$ cat src/sv/clf_pkg.sv
// shared types, character constants and prefix tables of the command line framer
package clf_pkg;

    localparam int LINE_BYTES_DEF = 64;
    localparam int CHAR_INDEX_W   = 6;

    localparam logic [7:0] CHAR_AT       = 8'h40;
    localparam logic [7:0] CHAR_LBRACKET = 8'h5B;
    localparam logic [7:0] CHAR_CR       = 8'h0D;
    localparam logic [7:0] CHAR_LF       = 8'h0A;
    localparam logic [7:0] PRINT_LO      = 8'h20;
    localparam logic [7:0] PRINT_HI      = 8'h7E;

    // line kind codes, also used as the prefix class held during a line
    typedef enum logic [2:0] {
        KIND_NONE = 3'd0,
        KIND_SUB  = 3'd1,
        KIND_LOG  = 3'd2,
        KIND_P63  = 3'd3,
        KIND_ENG  = 3'd4,
        KIND_REG  = 3'd5,
        KIND_OTA  = 3'd6,
        KIND_WIFI = 3'd7
    } line_kind_t;

    typedef enum logic [1:0] {
        ST_IDLE = 2'd0,
        ST_LINE = 2'd1,
        ST_READ = 2'd2,
        ST_LOAD = 2'd3
    } clf_state_t;

    typedef struct packed {
        logic open_cmd;
        logic open_log;
        logic store_char;
        logic start_replay;
        logic load_out;
        logic advance;
    } clf_cmd_t;

    typedef struct packed {
        logic is_at;
        logic is_bracket;
        logic is_term;
        logic is_print;
        logic room;
        logic gate_ok;
        logic empty;
        logic out_free;
        logic last_char;
    } clf_status_t;

    function automatic logic [2:0] prefix_len(line_kind_t k);
        logic [2:0] n;
        case (k)
            KIND_LOG:  n = 3'd5;
            KIND_WIFI: n = 3'd5;
            KIND_NONE: n = 3'd0;
            default:   n = 3'd4;
        endcase
        return n;
    endfunction

    function automatic logic [7:0] prefix_char(line_kind_t k, logic [2:0] pos);
        logic [39:0] w;
        logic [7:0]  c;
        case (k)
            KIND_SUB:  w = 40'h5355427C00;
            KIND_LOG:  w = 40'h5B5355425D;
            KIND_P63:  w = 40'h5036337C00;
            KIND_ENG:  w = 40'h454E477C00;
            KIND_REG:  w = 40'h5245477C00;
            KIND_OTA:  w = 40'h4F54417C00;
            KIND_WIFI: w = 40'h574946497C;
            default:   w = 40'h0;
        endcase
        case (pos)
            3'd0:    c = w[39:32];
            3'd1:    c = w[31:24];
            3'd2:    c = w[23:16];
            3'd3:    c = w[15:8];
            3'd4:    c = w[7:0];
            default: c = 8'h00;
        endcase
        return c;
    endfunction

    // class picked by the first character of a command line
    function automatic line_kind_t first_kind(logic [7:0] ch);
        line_kind_t k;
        case (ch)
            8'h53:   k = KIND_SUB;
            8'h50:   k = KIND_P63;
            8'h57:   k = KIND_WIFI;
            8'h45:   k = KIND_ENG;
            8'h52:   k = KIND_REG;
            8'h4F:   k = KIND_OTA;
            default: k = KIND_NONE;
        endcase
        return k;
    endfunction

endpackage

$ cat src/sv/clf_in_if.sv
// received byte channel
interface clf_in_if;
    logic       valid;
    logic       ready;
    logic [7:0] rx_byte;

    modport source (output valid, output rx_byte, input ready);
    modport sink   (input valid, input rx_byte, output ready);
endinterface

$ cat src/sv/clf_out_if.sv
// line character channel
interface clf_out_if;
    logic       valid;
    logic       ready;
    logic [6:0] line_char;
    logic [5:0] char_index;
    logic [2:0] line_kind;
    logic       last_of_line;

    modport source (output valid, output line_char, output char_index, output line_kind,
                    output last_of_line, input ready);
    modport sink   (input valid, input line_char, input char_index, input line_kind,
                    input last_of_line, output ready);
endinterface

$ cat src/sv/command_line_framer_prefix_gate.sv
// the CR/LF beat of a line starts replay: the line store is read, then the output loaded
// throughput: one received beat per cycle while a line is collected
// replay reads each character of the line from the line store, then loads the output;
// no received beat is taken during replay, and a stalled sink holds off the output load
// reset: asynchronous, active low; clears the controller, length, class, read index
// and output valid; the line store is left as it is and is written before it is read
module command_line_framer_prefix_gate #(
    parameter int LINE_BYTES = clf_pkg::LINE_BYTES_DEF
) (
    input  logic      clk,
    input  logic      rst_n,
    clf_in_if.sink    uart,
    clf_out_if.source chars
);

    clf_pkg::clf_cmd_t    cmd;
    clf_pkg::clf_status_t stat;

    clf_ctrl u_ctrl (
        .clk      (clk),
        .rst_n    (rst_n),
        .in_valid (uart.valid),
        .in_ready (uart.ready),
        .stat     (stat),
        .cmd      (cmd)
    );

    clf_dpath #(
        .LINE_BYTES (LINE_BYTES)
    ) u_dpath (
        .clk          (clk),
        .rst_n        (rst_n),
        .rx_byte      (uart.rx_byte),
        .cmd          (cmd),
        .stat         (stat),
        .out_valid    (chars.valid),
        .out_ready    (chars.ready),
        .line_char    (chars.line_char),
        .char_index   (chars.char_index),
        .line_kind    (chars.line_kind),
        .last_of_line (chars.last_of_line)
    );

endmodule

$ cat src/sv/clf_ctrl.sv
// controller state machine of the command line framer
module clf_ctrl (
    input  logic                 clk,
    input  logic                 rst_n,
    input  logic                 in_valid,
    output logic                 in_ready,
    input  clf_pkg::clf_status_t stat,
    output clf_pkg::clf_cmd_t    cmd
);

    clf_pkg::clf_state_t state_reg, state_next;

    always_ff @(posedge clk or negedge rst_n)
    begin
        if (!rst_n)
        begin
            state_reg <= clf_pkg::ST_IDLE;
        end
        else
        begin
            state_reg <= state_next;
        end
    end

    always_comb
    begin
        state_next = state_reg;
        case (state_reg)
            clf_pkg::ST_IDLE:
            begin
                if (in_valid && (stat.is_at || stat.is_bracket))
                begin
                    state_next = clf_pkg::ST_LINE;
                end
            end
            clf_pkg::ST_LINE:
            begin
                if (in_valid)
                begin
                    if (stat.is_term)
                    begin
                        state_next = stat.empty ? clf_pkg::ST_IDLE : clf_pkg::ST_READ;
                    end
                    else if (!stat.is_print || !stat.room || !stat.gate_ok)
                    begin
                        state_next = clf_pkg::ST_IDLE;
                    end
                end
            end
            clf_pkg::ST_READ:
            begin
                state_next = clf_pkg::ST_LOAD;
            end
            clf_pkg::ST_LOAD:
            begin
                if (stat.out_free)
                begin
                    state_next = stat.last_char ? clf_pkg::ST_IDLE : clf_pkg::ST_READ;
                end
            end
            default:
            begin
                state_next = clf_pkg::ST_IDLE;
            end
        endcase
    end

    always_comb
    begin
        in_ready = 1'b0;
        cmd      = '0;
        case (state_reg)
            clf_pkg::ST_IDLE:
            begin
                in_ready     = 1'b1;
                cmd.open_cmd = in_valid && stat.is_at;
                cmd.open_log = in_valid && stat.is_bracket;
            end
            clf_pkg::ST_LINE:
            begin
                in_ready         = 1'b1;
                cmd.start_replay = in_valid && stat.is_term && !stat.empty;
                cmd.store_char   = in_valid && !stat.is_term && stat.is_print && stat.room;
            end
            clf_pkg::ST_READ:
            begin
                in_ready = 1'b0;
            end
            clf_pkg::ST_LOAD:
            begin
                cmd.load_out = stat.out_free;
                cmd.advance  = stat.out_free && !stat.last_char;
            end
            default:
            begin
                in_ready = 1'b0;
            end
        endcase
    end

endmodule

$ cat src/sv/clf_dpath.sv
// datapath: line store, length, prefix gate and output register
module clf_dpath #(
    parameter int LINE_BYTES = clf_pkg::LINE_BYTES_DEF
) (
    input  logic                 clk,
    input  logic                 rst_n,
    input  logic [7:0]           rx_byte,
    input  clf_pkg::clf_cmd_t    cmd,
    output clf_pkg::clf_status_t stat,
    output logic                 out_valid,
    input  logic                 out_ready,
    output logic [6:0]           line_char,
    output logic [5:0]           char_index,
    output logic [2:0]           line_kind,
    output logic                 last_of_line
);

    localparam int AW = $clog2(LINE_BYTES);

    logic [6:0] store_mem [LINE_BYTES];
    logic [6:0] rdata_reg;

    logic [AW-1:0]       length_reg, length_next;
    logic [AW-1:0]       rd_idx_reg, rd_idx_next;
    clf_pkg::line_kind_t cls_reg, cls_next;
    logic                out_valid_reg, out_valid_next;

    logic [6:0]          out_char_reg;
    logic [AW-1:0]       out_idx_reg;
    clf_pkg::line_kind_t out_kind_reg;
    logic                out_last_reg;

    logic [AW-1:0]       wr_addr;
    logic [6:0]          wr_data;
    logic                wr_en;
    logic [2:0]          plen;
    logic                in_prefix;
    logic [7:0]          want;
    clf_pkg::line_kind_t kind_now;

    // prefix gate: first character picks the class, later prefix positions must match
    always_comb
    begin
        plen      = clf_pkg::prefix_len(cls_reg);
        in_prefix = length_reg < AW'(plen);
        want      = clf_pkg::prefix_char(cls_reg, length_reg[2:0]);
        kind_now  = (length_reg >= AW'(plen)) ? cls_reg : clf_pkg::KIND_NONE;
    end

    always_comb
    begin
        stat.is_at      = rx_byte == clf_pkg::CHAR_AT;
        stat.is_bracket = rx_byte == clf_pkg::CHAR_LBRACKET;
        stat.is_term    = (rx_byte == clf_pkg::CHAR_CR) || (rx_byte == clf_pkg::CHAR_LF);
        stat.is_print   = (rx_byte >= clf_pkg::PRINT_LO) && (rx_byte <= clf_pkg::PRINT_HI);
        stat.room       = ({1'b0, length_reg} + (AW+1)'(1)) < (AW+1)'(LINE_BYTES);
        if (length_reg == '0)
        begin
            stat.gate_ok = clf_pkg::first_kind(rx_byte) != clf_pkg::KIND_NONE;
        end
        else
        begin
            stat.gate_ok = !in_prefix || (rx_byte == want);
        end
        stat.empty      = length_reg == '0;
        stat.out_free   = !out_valid_reg || out_ready;
        stat.last_char  = rd_idx_reg == (length_reg - AW'(1));
    end

    always_comb
    begin
        length_next = length_reg;
        cls_next    = cls_reg;
        rd_idx_next = rd_idx_reg;
        wr_en       = 1'b0;
        wr_addr     = length_reg;
        wr_data     = rx_byte[6:0];
        if (cmd.open_cmd)
        begin
            length_next = '0;
            cls_next    = clf_pkg::KIND_NONE;
        end
        if (cmd.open_log)
        begin
            length_next = AW'(1);
            cls_next    = clf_pkg::KIND_LOG;
            wr_en       = 1'b1;
            wr_addr     = '0;
            wr_data     = clf_pkg::CHAR_LBRACKET[6:0];
        end
        if (cmd.store_char)
        begin
            length_next = length_reg + AW'(1);
            wr_en       = 1'b1;
            if (length_reg == '0)
            begin
                cls_next = clf_pkg::first_kind(rx_byte);
            end
        end
        if (cmd.start_replay)
        begin
            rd_idx_next = '0;
        end
        if (cmd.advance)
        begin
            rd_idx_next = rd_idx_reg + AW'(1);
        end
        if (cmd.load_out)
        begin
            out_valid_next = 1'b1;
        end
        else
        begin
            out_valid_next = out_valid_reg && !out_ready;
        end
    end

    always_ff @(posedge clk or negedge rst_n)
    begin
        if (!rst_n)
        begin
            length_reg    <= '0;
            cls_reg       <= clf_pkg::KIND_NONE;
            rd_idx_reg    <= '0;
            out_valid_reg <= 1'b0;
        end
        else
        begin
            length_reg    <= length_next;
            cls_reg       <= cls_next;
            rd_idx_reg    <= rd_idx_next;
            out_valid_reg <= out_valid_next;
        end
    end

    // line store, one write and one registered read per cycle
    always_ff @(posedge clk)
    begin
        if (wr_en)
        begin
            store_mem[wr_addr] <= wr_data;
        end
        rdata_reg <= store_mem[rd_idx_reg];
    end

    always_ff @(posedge clk)
    begin
        if (cmd.load_out)
        begin
            out_char_reg <= rdata_reg;
            out_idx_reg  <= rd_idx_reg;
            out_kind_reg <= kind_now;
            out_last_reg <= stat.last_char;
        end
    end

    assign out_valid    = out_valid_reg;
    assign line_char    = out_char_reg;
    assign char_index   = clf_pkg::CHAR_INDEX_W'(out_idx_reg);
    assign line_kind    = out_kind_reg;
    assign last_of_line = out_last_reg;

endmodule
$ cat src/flat_wrapper.sv
// flat-port wrapper written by rule: the top's interface ports become plain ports
module command_line_framer_prefix_gate_flat 
#(
    parameter int LINE_BYTES = clf_pkg::LINE_BYTES_DEF
)
  (clk, rst_n, uart_valid, uart_rx_byte, uart_ready, chars_valid, chars_line_char, chars_char_index, chars_line_kind, chars_last_of_line, chars_ready);
  clf_in_if uart_i ();
  clf_out_if chars_i ();
  input  logic clk;
  input  logic rst_n;
  input wire logic [$bits(uart_i.valid)-1:0] uart_valid;
  input wire logic [$bits(uart_i.rx_byte)-1:0] uart_rx_byte;
  output wire logic [$bits(uart_i.ready)-1:0] uart_ready;
  output wire logic [$bits(chars_i.valid)-1:0] chars_valid;
  output wire logic [$bits(chars_i.line_char)-1:0] chars_line_char;
  output wire logic [$bits(chars_i.char_index)-1:0] chars_char_index;
  output wire logic [$bits(chars_i.line_kind)-1:0] chars_line_kind;
  output wire logic [$bits(chars_i.last_of_line)-1:0] chars_last_of_line;
  input wire logic [$bits(chars_i.ready)-1:0] chars_ready;
  assign uart_i.valid = uart_valid;
  assign uart_i.rx_byte = uart_rx_byte;
  assign uart_ready = uart_i.ready;
  assign chars_valid = chars_i.valid;
  assign chars_line_char = chars_i.line_char;
  assign chars_char_index = chars_i.char_index;
  assign chars_line_kind = chars_i.line_kind;
  assign chars_last_of_line = chars_i.last_of_line;
  assign chars_i.ready = chars_ready;
  command_line_framer_prefix_gate #(.LINE_BYTES(LINE_BYTES)) u_core (.clk(clk), .rst_n(rst_n), .uart(uart_i), .chars(chars_i));
endmodule
$ cat config.mk
export PLATFORM = sky130hd
export DESIGN_NAME = command_line_framer_prefix_gate_flat
export DESIGN_NICKNAME = d
export VERILOG_FILES = /design/src/sv/clf_pkg.sv /design/src/sv/clf_in_if.sv /design/src/sv/clf_out_if.sv /design/src/sv/command_line_framer_prefix_gate.sv /design/src/sv/clf_ctrl.sv /design/src/sv/clf_dpath.sv /design/src/flat_wrapper.sv
export SDC_FILE = /design/constraint.sdc
export NUM_CORES = 1
export LEC_CHECK = 0
export BUFFER_PORTS_ARGS = -buffer_cell sky130_fd_sc_hd__buf_2
export CAP_MARGIN = 30
export CORE_AREA = 4 4 229 231
export DETAILED_ROUTE_END_ITERATION = 8
export DIE_AREA = 0 0 233 235
export HOLD_SLACK_MARGIN = 0.03
export PLACE_DENSITY = 0.58
export REMOVE_ABC_BUFFERS = 1
export SYNTH_ARGS = -nofsm -noshare
export SYNTH_HDL_FRONTEND = slang
export SYNTH_SLANG_ARGS = --single-unit
$ cat constraint.sdc
create_clock -name clk -period 6.2 [get_ports clk]
set_input_delay 0.62 -clock clk [delete_from_list [all_inputs] [get_ports clk]]
set_output_delay 0.62 -clock clk [all_outputs]
set_load 0.05 [all_outputs]
# After elaboration in Yosys (flattened, before gate mapping)
# Memories as Yosys holds them, arrays and structs flattened. A register that Yosys moved wholly into a read port is not among the register bits.
# Cells that the tools add are included.
[op_classes] addsub=4 multipliers=0 n_div=0 magnitude_cmp=5 eq_ne=30 shift=0 n_mux=34 bitwise=0 reduce_logical=36
[ops] operator="39-bit one-hot mux with 7 select lines" count=1
[ops] operator="8-bit by 7-bit == test with 1-bit output (second input constant)" count=8
[ops] operator="8-bit one-hot mux with 5 select lines" count=1
[ops] operator="6-bit 2-to-1 mux" count=6
[ops] operator="2-bit 2-to-1 mux" count=10
[ops] operator="3-bit one-hot mux with 6 select lines" count=1
[ops] operator="8-bit by 4-bit == test with 1-bit output (second input constant)" count=2
[ops] operator="3-bit == test (second input constant)" count=5
[ops] operator="3-bit 2-to-1 mux" count=5
[ops] operator="6-bit by 1-bit adder with 6-bit output (second input constant)" count=2
[ops] operator="3-bit by 2-bit == test with 1-bit output (second input constant)" count=4
[ops] operator="1-bit logical AND" count=11
[ops] operator="1-bit logical NOT" count=9
[ops] operator="8-bit == test" count=1
[ops] operator="8-bit by 6-bit >= comparator with 1-bit output (second input constant)" count=1
[ops] operator="8-bit by 7-bit less-or-equal comparator with 1-bit output (second input constant)" count=1
[ops] operator="2-bit one-hot mux with 4 select lines" count=1
[ops] operator="6-bit by 1-bit adder with 7-bit output (second input constant)" count=1
[ops] operator="7-bit less-than comparator (second input constant)" count=1
[ops] operator="1-bit 2-to-1 mux" count=7
[ops] operator="7-bit 2-to-1 mux" count=1
[ops] operator="3-bit by 1-bit == test with 1-bit output (second input constant)" count=2
[ops] operator="6-bit == test" count=1
[ops] operator="6-bit by 3-bit >= comparator with 1-bit output" count=1
[ops] operator="15 further kinds" count=26
[word_totals] ff_bits=35 latch_bits=0 mem_bits_rw=448 mem_bits_ro=0 in_bits=12 out_inout_bits=19 word_cells=119 memories=1
[mem_list] memory="u_core.u_dpath.store_mem" words=64 width=7 read_ports=1 rd_ports_with_merged_regs=1 wr=1 line_no="clf_dpath.sv:20" source="logic [6:0] store_mem [LINE_BYTES];"

# Depth between registers and ports, before layout
# Gate-level depths: netlist (run 1).
[depth] depth_word=13 depth_mapped=11 mapped_depth_nobuf=9

# Hierarchy
# A second synthesis (run 1) with hierarchy kept.
[hier_totals] cells_unflattened=1045 area_unflattened_um2=20053.0
[modules_own_cells] mod="clf_dpath" instances=1 cells_per_inst=1026 area_per_inst_um2=19894.1
[modules_own_cells] mod="clf_ctrl" instances=1 cells_per_inst=19 area_per_inst_um2=158.9

# Worst setup path before layout (run 1)
# OpenSTA, ideal clock, no wires.
[synth_timing] path_kind="input-to-reg" start="input uart_rx_byte[4]" end="memory u_core.u_dpath.store_mem[54][0], enable pin" setup_time_ns=0.380 arrival_ns=2.428 setup_slack_ns=3.392 path_stages=8 cell_sequence="clkbuf_1 > nand4_1 > o221ai_1 > a31oi_1 > and2_1 > clkbuf_1 > nand4_1 > nor3_1"
[synth_between] elab_chain_cells=10 word_cells_on_any_way=19
[synth_rtl] item="start: declaration" line_no="flat_wrapper.sv:12" source="input wire logic [$bits(uart_i.rx_byte)-1:0] uart_rx_byte;"
[synth_rtl] item="branches (longest 10 deep; another with 8-bit by 6-bit >= comparator with 1-bit output)"
[synth_rtl] item="end: declaration" line_no="clf_dpath.sv:20"
# Several ways; the timed one is not identified.

# Worst setup path in the final report (run 1)
[layout_timing] start="register u_core.u_dpath.length_reg[2]" end="memory u_core.u_dpath.store_mem[18][3], enable pin"
[layout_between] elab_chain_cells=7 word_cells_on_any_way=8
[layout_rtl] item="start: declaration" line_no="clf_dpath.sv:23" source="logic [AW-1:0] length_reg, length_next;"
[layout_rtl] item="start signal: assignment" line_no="clf_dpath.sv:129" source="length_reg <= length_next;"
[layout_rtl] item="6-bit by 1-bit adder with 7-bit output" line_no="clf_dpath.sv:56" source="stat.room = ({1'b0, length_reg} + (AW+1)'(1)) < (AW+1)'(LINE_BYTES);"
[layout_rtl] item="7-bit less-than comparator" line_no="clf_dpath.sv:56"
[layout_rtl] item="1-bit logical AND" line_no="clf_ctrl.sv:83" source="cmd.store_char = in_valid && !stat.is_term && stat.is_print && stat.room;"
[layout_rtl] item="2-bit 2-to-1 mux" line_no="clf_ctrl.sv:72" source="case (state_reg)"
[layout_rtl] item="1-bit 2-to-1 mux" line_no="clf_dpath.sv:91" source="if (cmd.store_char)"
[layout_rtl] item="1-bit 2-to-1 mux" line_no="clf_dpath.sv:139" source="if (wr_en)"
[layout_rtl] item="1-bit 2-to-1 mux (implied by the code)" line_no="clf_dpath.sv:141" source="store_mem[wr_addr] <= wr_data;"
# Several ways; a longest one is shown, not always the timed one.

==> results.tsv, run 1 <==
metric	value	unit
status	finished clean	
fp.dieArea	54800	um2
tightest_slew	1.03	ns
initial_core_util	0.400	
grt_antenna_before_repair	2	
globalRouteTotalUtil	0.167	
root_buffer	clkbuf_16	
port_buffers	30	
synth-main-ff-cell	edfxtp_1	
cts_tree	built	
clk_latency	0.59	ns
cts_sinks	490	
min_path_type	input port to flop	
startpoint	u_core.u_dpath.length_reg[2]$_DFFE_PN0P_	
cts_setup_buffers	0	
yosysSeqAreaShare	0.727	
peakVddDrop	0.239	mV
dpl_cell_area	20900	um2
r2r-start	u_core.u_dpath.length_reg[2]$_DFFE_PN0P_	
routed_via_density	5.60	
grt_pass1_wl	67.9	mm
final_cell_mix	465 x edfxtp_1, 147 x mux4_2, 85 x nor2_1, 53 x clkbuf_16, 34 x nand2_1	
min-delay-start	chars_ready	
synth_cell_type_count	61	
numCtsBuffers	49	
crit_required	6.42	ns
criticalPathCategory	flop to flop	
setup_tns	0	ns
path_delay_family	simple AND/OR/NAND/NOR gates	
hold_buffers	1	
crit_path_end_kind	flop	
row_count	82	
fin_nets	1084	
design_area	22500	um2
crit_path_cell_trace	and3_1, a31oi_1, and2_1, nand3_1, nor2_1	
setup_ws	2.56	ns
overflow	0	
finalCriticalPeriod	3.64	ns
cp.arrival	3.87	ns
start_kind	flop	
cp.buffers_inverters	0	
clockBufferDepth	3	
syn_inst	1037	
syn_area_per_cell	19.3	um2
synthArstFlopShare	0.0367	
period_share	0.587	
relSlewSlack	0.312	
leakage	6.80	nW
slowest_delay	0.75	ns
route.detailed.drc	0	
drt_pre_antenna_iters	5	
clkSlewWorstSetupHoldPaths	0.06	ns
wl_per_cell	25.6	um
die_y	235	um
final_hold_viol_count	0	
pin_count	31	
clock_skew	0.0194	ns
cts-resized-gates	0	
synth_edf_count	465	
n_antenna_cell	0	
yosysWarnings	0	
hpwl	28.5	mm
htree_levels	2	
finalWirelength	45.5	mm
largest_register_ffs	448	
p_per_area	317	nW/um2
ant_nets	0	
grt_pass1_vias	10009	
initialDrtViolationCount	920	
drive_gt1_frac	0.254	
syn2layout_area_growth	12.3	%
ys_ff_latch	490	
cap_violations	0	
gp_congestion	0.820	
vias	9944	
dpl_worst_slack	2.30	ns
coreArea	50100	um2
grt_max_degree	74	
layout_commonest_cell	edfxtp_1	
crit_fanout	30	
syn_area	20000	um2
die_x	233	um
drv_slew	0	
cp_slowest_cell	dfrtp_1	
max_freq	0.275	GHz
setup_viol	0	
grt_setup_unrepaired	no	
-- worst register-to-register path: cells and delay by family, from the launching register on --
kind	cells	cell delay [ns]
DFF	1	0.75
AOI/OAI and AO/OA	1	0.20
and+or+nand+nor	4	2.34
-- path summary, 6_finish.rpt --
check / end / slack (ns) / cells past startpoint
max: u_core.u_dpath.store_mem[18][3]$_DFFE_PP_ / 2.56 / 5
min: u_core.u_dpath.out_valid$_DFF_PN0_ / 0.37 / 3
max reg2reg: u_core.u_dpath.store_mem[18][3]$_DFFE_PP_ / 2.56 / 5
min in group asynchronous: u_core.u_dpath.rd_idx_reg[0]$_DFFE_PN0P_ / 0.53 / 2
max in group asynchronous: u_core.u_dpath.rd_idx_reg[1]$_DFFE_PN0P_ / 5.29 / 2
min reg2reg: u_core.u_dpath.line_char[3]$_DFFE_PP_ / 0.40 / 0
-- layout make-up --
class                   count  area (um2)
clock buffers              59        1370
clock inverters            33         226
fillers                  4308       27600
inverters                  13        48.8
multi-input cells         463        5120
flip-flops and latches    490       14600
well taps                 672         841
repair buffers             46         335
-- per-layer routing --
layer / global-route usage / up-vias / part of all wire
li1: - / 4305 / -
met3: 0.0285 / 50 / 0.057
met4: 0.0382 / 0 / 0.015
met5: 0 / - / 0
met1: 0.245 / 5282 / 0.44
met2: 0.263 / 307 / 0.48
-- synthesized netlist by cell type, drive strengths merged, types with 4 or more instances --
cell type / n / area [um2]
xnor2: 14 / 123
nor2b: 11 / 68.8
dfrtp: 18 / 450
o21ai: 21 / 105
and2: 4 / 25.0
nand3: 23 / 115
a21o: 4 / 30.0
nand4: 10 / 62.6
buf: 19 / 118
mux2i: 4 / 40.0
edfxtp: 465 / 14000
inv: 13 / 48.8
a31oi: 4 / 25.0
nand2: 34 / 128
a21oi: 18 / 90.1
nor3: 9 / 45.0
dfxtp: 7 / 140
mux4: 147 / 3310
clkbuf: 52 / 195
ha: 9 / 113
nor2: 86 / 323
nor3b: 9 / 67.6
-- per-stage QoR --
step | hold WS, ns | total power, mW | instances | util
2_1_floorplan | 0.324 | 4.09 | 966 | -
3_3_place_gp | 0.390 | 4.29 | 1680 | 0.416
3_5_place_dp | 0.389 | 4.29 | 1682 | 0.417
4_1_cts | 0.330 | 7.19 | 1775 | 0.449
5_1_grt | 0.382 | 7.39 | 1776 | 0.449
6_report | 0.368 | 7.13 | 1776 | 0.449
-- power breakdown --
part	total [mW]	switching, mW	internal, mW
registers	3.70	0.0652	3.64
logic	0.529	0.333	0.196
clock network	2.90	1.27	1.63
total	7.13	1.67	5.47
-- cells by family after synthesis --
kind of cell | count (synthesis) | synth area share
AND/OR/NAND/NOR | 210 | 0.0504
adder cells (fa/ha/maj) | 9 | 0.00562
buffers and inverters | 84 | 0.0181
flip-flops | 490 | 0.727
multiplexers | 152 | 0.168
AO/OA/AOI/OAI | 78 | 0.0255
XOR/XNOR | 14 | 0.00612
Note: power is estimated with default switching activity, not from simulation.
==> inputs of run 2 (changes only) <==
--- a/config.mk
+++ b/config.mk
@@ -11,7 +11,7 @@
 export DETAILED_ROUTE_END_ITERATION = 8
 export DIE_AREA = 0 0 233 235
 export HOLD_SLACK_MARGIN = 0.03
-export PLACE_DENSITY = 0.58
+export PLACE_DENSITY = 0.6
 export REMOVE_ABC_BUFFERS = 1
 export SYNTH_ARGS = -nofsm -noshare
 export SYNTH_HDL_FRONTEND = slang
==> constraint.sdc (replaced) <==
create_clock -name clk -period 3.25 [get_ports clk]
set_input_delay 0.325 -clock clk [delete_from_list [all_inputs] [get_ports clk]]
set_output_delay 0.325 -clock clk [all_outputs]
set_load 0.05 [all_outputs]
==> results.tsv, run 2 (synthesis results as in run 1) <==
metric	value	unit	change
crit_required	3.45	ns	was 6.42 ns
grt_pass1_wl	70.0	mm	was 67.9 mm
clkSlewWorstSetupHoldPaths	0.06	ns	about the same
min_path_cells	3		unchanged
final_util	0.463		was 0.449
crit_fanout	14		was 30
fin_nets	1167		was 1084
grt_pass1_vias	10383		was 10009
htree_levels	2		unchanged
largest_register_ffs	448		unchanged
cts_sinks	490		unchanged
coreArea	50100	um2	unchanged
initialDrtViolationCount	1045		was 920
wl_per_cell	24.9	um	was 25.6 um
max_freq	0.344	GHz	was 0.275 GHz
r2r-end	u_core.u_dpath.store_mem[56][3]$_DFFE_PP_		was u_core.u_dpath.store_mem[18][3]$_DFFE_PP_
clockBufferDepth	3		unchanged
die_y	235	um	unchanged
cp.arrival	3.10	ns	was 3.87 ns
start_kind	flop		unchanged
tightest_slew	0.724	ns	was 1.03 ns
p_per_area	599	nW/um2	was 317 nW/um2
pin_count	31		unchanged
startpoint	u_core.u_ctrl.state_reg[0]$_DFFE_PN0P_		was u_core.u_dpath.length_reg[2]$_DFFE_PN0P_
route.detailed.drc	0		unchanged
fp.dieArea	54800	um2	unchanged
drv_slew	0		unchanged
finalCriticalPeriod	2.91	ns	was 3.64 ns
die_x	233	um	unchanged
syn2layout_area_growth	15.8	%	was 12.3%
numCtsBuffers	51		was 49
grt_antenna_before_repair	4		was 2
cts_tree	built		unchanged
initial_core_util	0.400		unchanged
criticalPathCategory	flop to flop		unchanged
rrSetupSlack	0.34	ns	was 2.56 ns
min-delay-start	chars_ready		unchanged
dp.cells	1764		was 1682
port_buffers	30		unchanged
grt_max_degree	72		was 74
r2r-start	u_core.u_ctrl.state_reg[0]$_DFFE_PN0P_		was u_core.u_dpath.length_reg[2]$_DFFE_PN0P_
clk_latency	0.58	ns	was 0.59 ns
rr_worst_depth	6		was 5
finalWirelength	46.3	mm	was 45.5 mm
layout_commonest_cell	edfxtp_1		unchanged
routed_via_density	5.52		was 5.60
period_share	0.894		was 0.587
peakVddDrop	0.508	mV	was 0.239 mV
leakage	7.24	nW	was 6.80 nW
root_buffer	clkbuf_16		unchanged
min_path_type	input port to flop		unchanged
setup_viol	0		unchanged
drive_gt1_frac	0.296		was 0.254
hold_ws	0.0796	ns	was 0.368 ns
grt_setup_unrepaired	no		unchanged
ant_nets	0		unchanged
drt_pre_antenna_iters	7		was 5
globalRouteTotalUtil	0.171		was 0.167
whs_endpoint	u_core.u_dpath.out_valid$_DFF_PN0_		unchanged
final_cell_mix	465 x edfxtp_1, 147 x mux4_2, 90 x buf_4, 85 x nor2_1, 53 x clkbuf_16		was 465 x edfxtp_1, 147 x mux4_2, 85 x nor2_1, 53 x clkbuf_16, 34 x nand2_1
cap_violations	0		unchanged
row_count	82		unchanged
finalNonFillerCells	1857		was 1776
status	finished clean		unchanged
gp_congestion	0.831		was 0.820
cts_setup_buffers	0		unchanged
hpwl	30.2	mm	was 28.5 mm
crit_path_end_kind	flop		unchanged
clock_skew	0.0183	ns	was 0.0194 ns
overflow	0		unchanged
final_hold_viol_count	0		unchanged
vias	10256		was 9944
relSlewSlack	0.517		was 0.312
-- run 2: cell count changes in the layout (fill, tap and decap cells not counted), sizes merged --
cell,before,now
inv,21,14
diode,0,1
buf,45,126
clkinv,22,10
bufinv,1,5
clkinvlp,2,0
clkbuf,59,75
-- run 2: final cells by class --
cell class,count,area (um2)
tap,672,841
timing repair buffer,127,956
antenna,1,2.50
inverter,13,48.8
sequential,490,14600
multi-input combinational,463,5120
fill,4317,26900
clock buffer,75,1460
clock inverter,16,205
-- run 2: routing by layer --
metal / GRT usage / vias up / part of all wire / wire, um
met3: 0.0260 / 62 / 0.061 / 2820
met2: 0.271 / 354 / 0.49 / 22600
met1: 0.253 / 5395 / 0.44 / 20200
met4: 0.0395 / 0 / 0.016 / 743
li1: - / 4445 / - / -
met5: 0 / - / 0 / 0
-- run 2: worst max-delay path: stages, from the launching register on --
cell and delay, ns:
dfrtp_1 0.42, nor3b_1 0.29, o221ai_1 0.20, a31oi_1 0.23, and2_1 0.47, nand2_1 0.31
nor2_1 0.59
-- run 2: how the worst max path moves through the flow --
stage	end	slack, ns	depth (start not counted)
after global routing	u_core.u_dpath.store_mem[56][3]$_DFFE_PP_	0.05	6
after global placement	u_core.u_dpath.store_mem[59][3]$_DFFE_PP_	0.33	8
after CTS	u_core.u_dpath.store_mem[54][1]$_DFFE_PP_	0.35	7
final	u_core.u_dpath.store_mem[56][3]$_DFFE_PP_	0.34	6
after floorplan	u_core.u_dpath.rdata_reg[0]$_DFF_P_	-2.89	3
after detailed placement	u_core.u_dpath.store_mem[31][5]$_DFFE_PP_	0.29	11
-- run 2: what timing repair did --
item / CTS / global route
hold buffers: 1 / 0
gates resized for setup: 0 / 0
endpoints found under the hold margin: 18 / 0
-- run 2: report_power, final --
group / leakage [nW] / switching, mW / internal [mW]
sequential: 4.46 / 0.0340 / 6.94
clock: 0.810 / 2.30 / 3.49
combinational: 1.97 / 0.716 / 0.407
total: 7.24 / 3.05 / 10.8
-- run 2: per-stage QoR --
step	cell area [um2]	power, mW	setup WS, ns	TNS [ns]
6_report	23200	13.9	0.343	0
2_1_floorplan	19700	7.80	-2.89	-39.30
4_1_cts	23200	14.0	0.349	0
5_1_grt	23200	14.4	0.0467	0
3_5_place_dp	21500	8.22	0.293	0
3_3_place_gp	21500	8.20	0.332	0
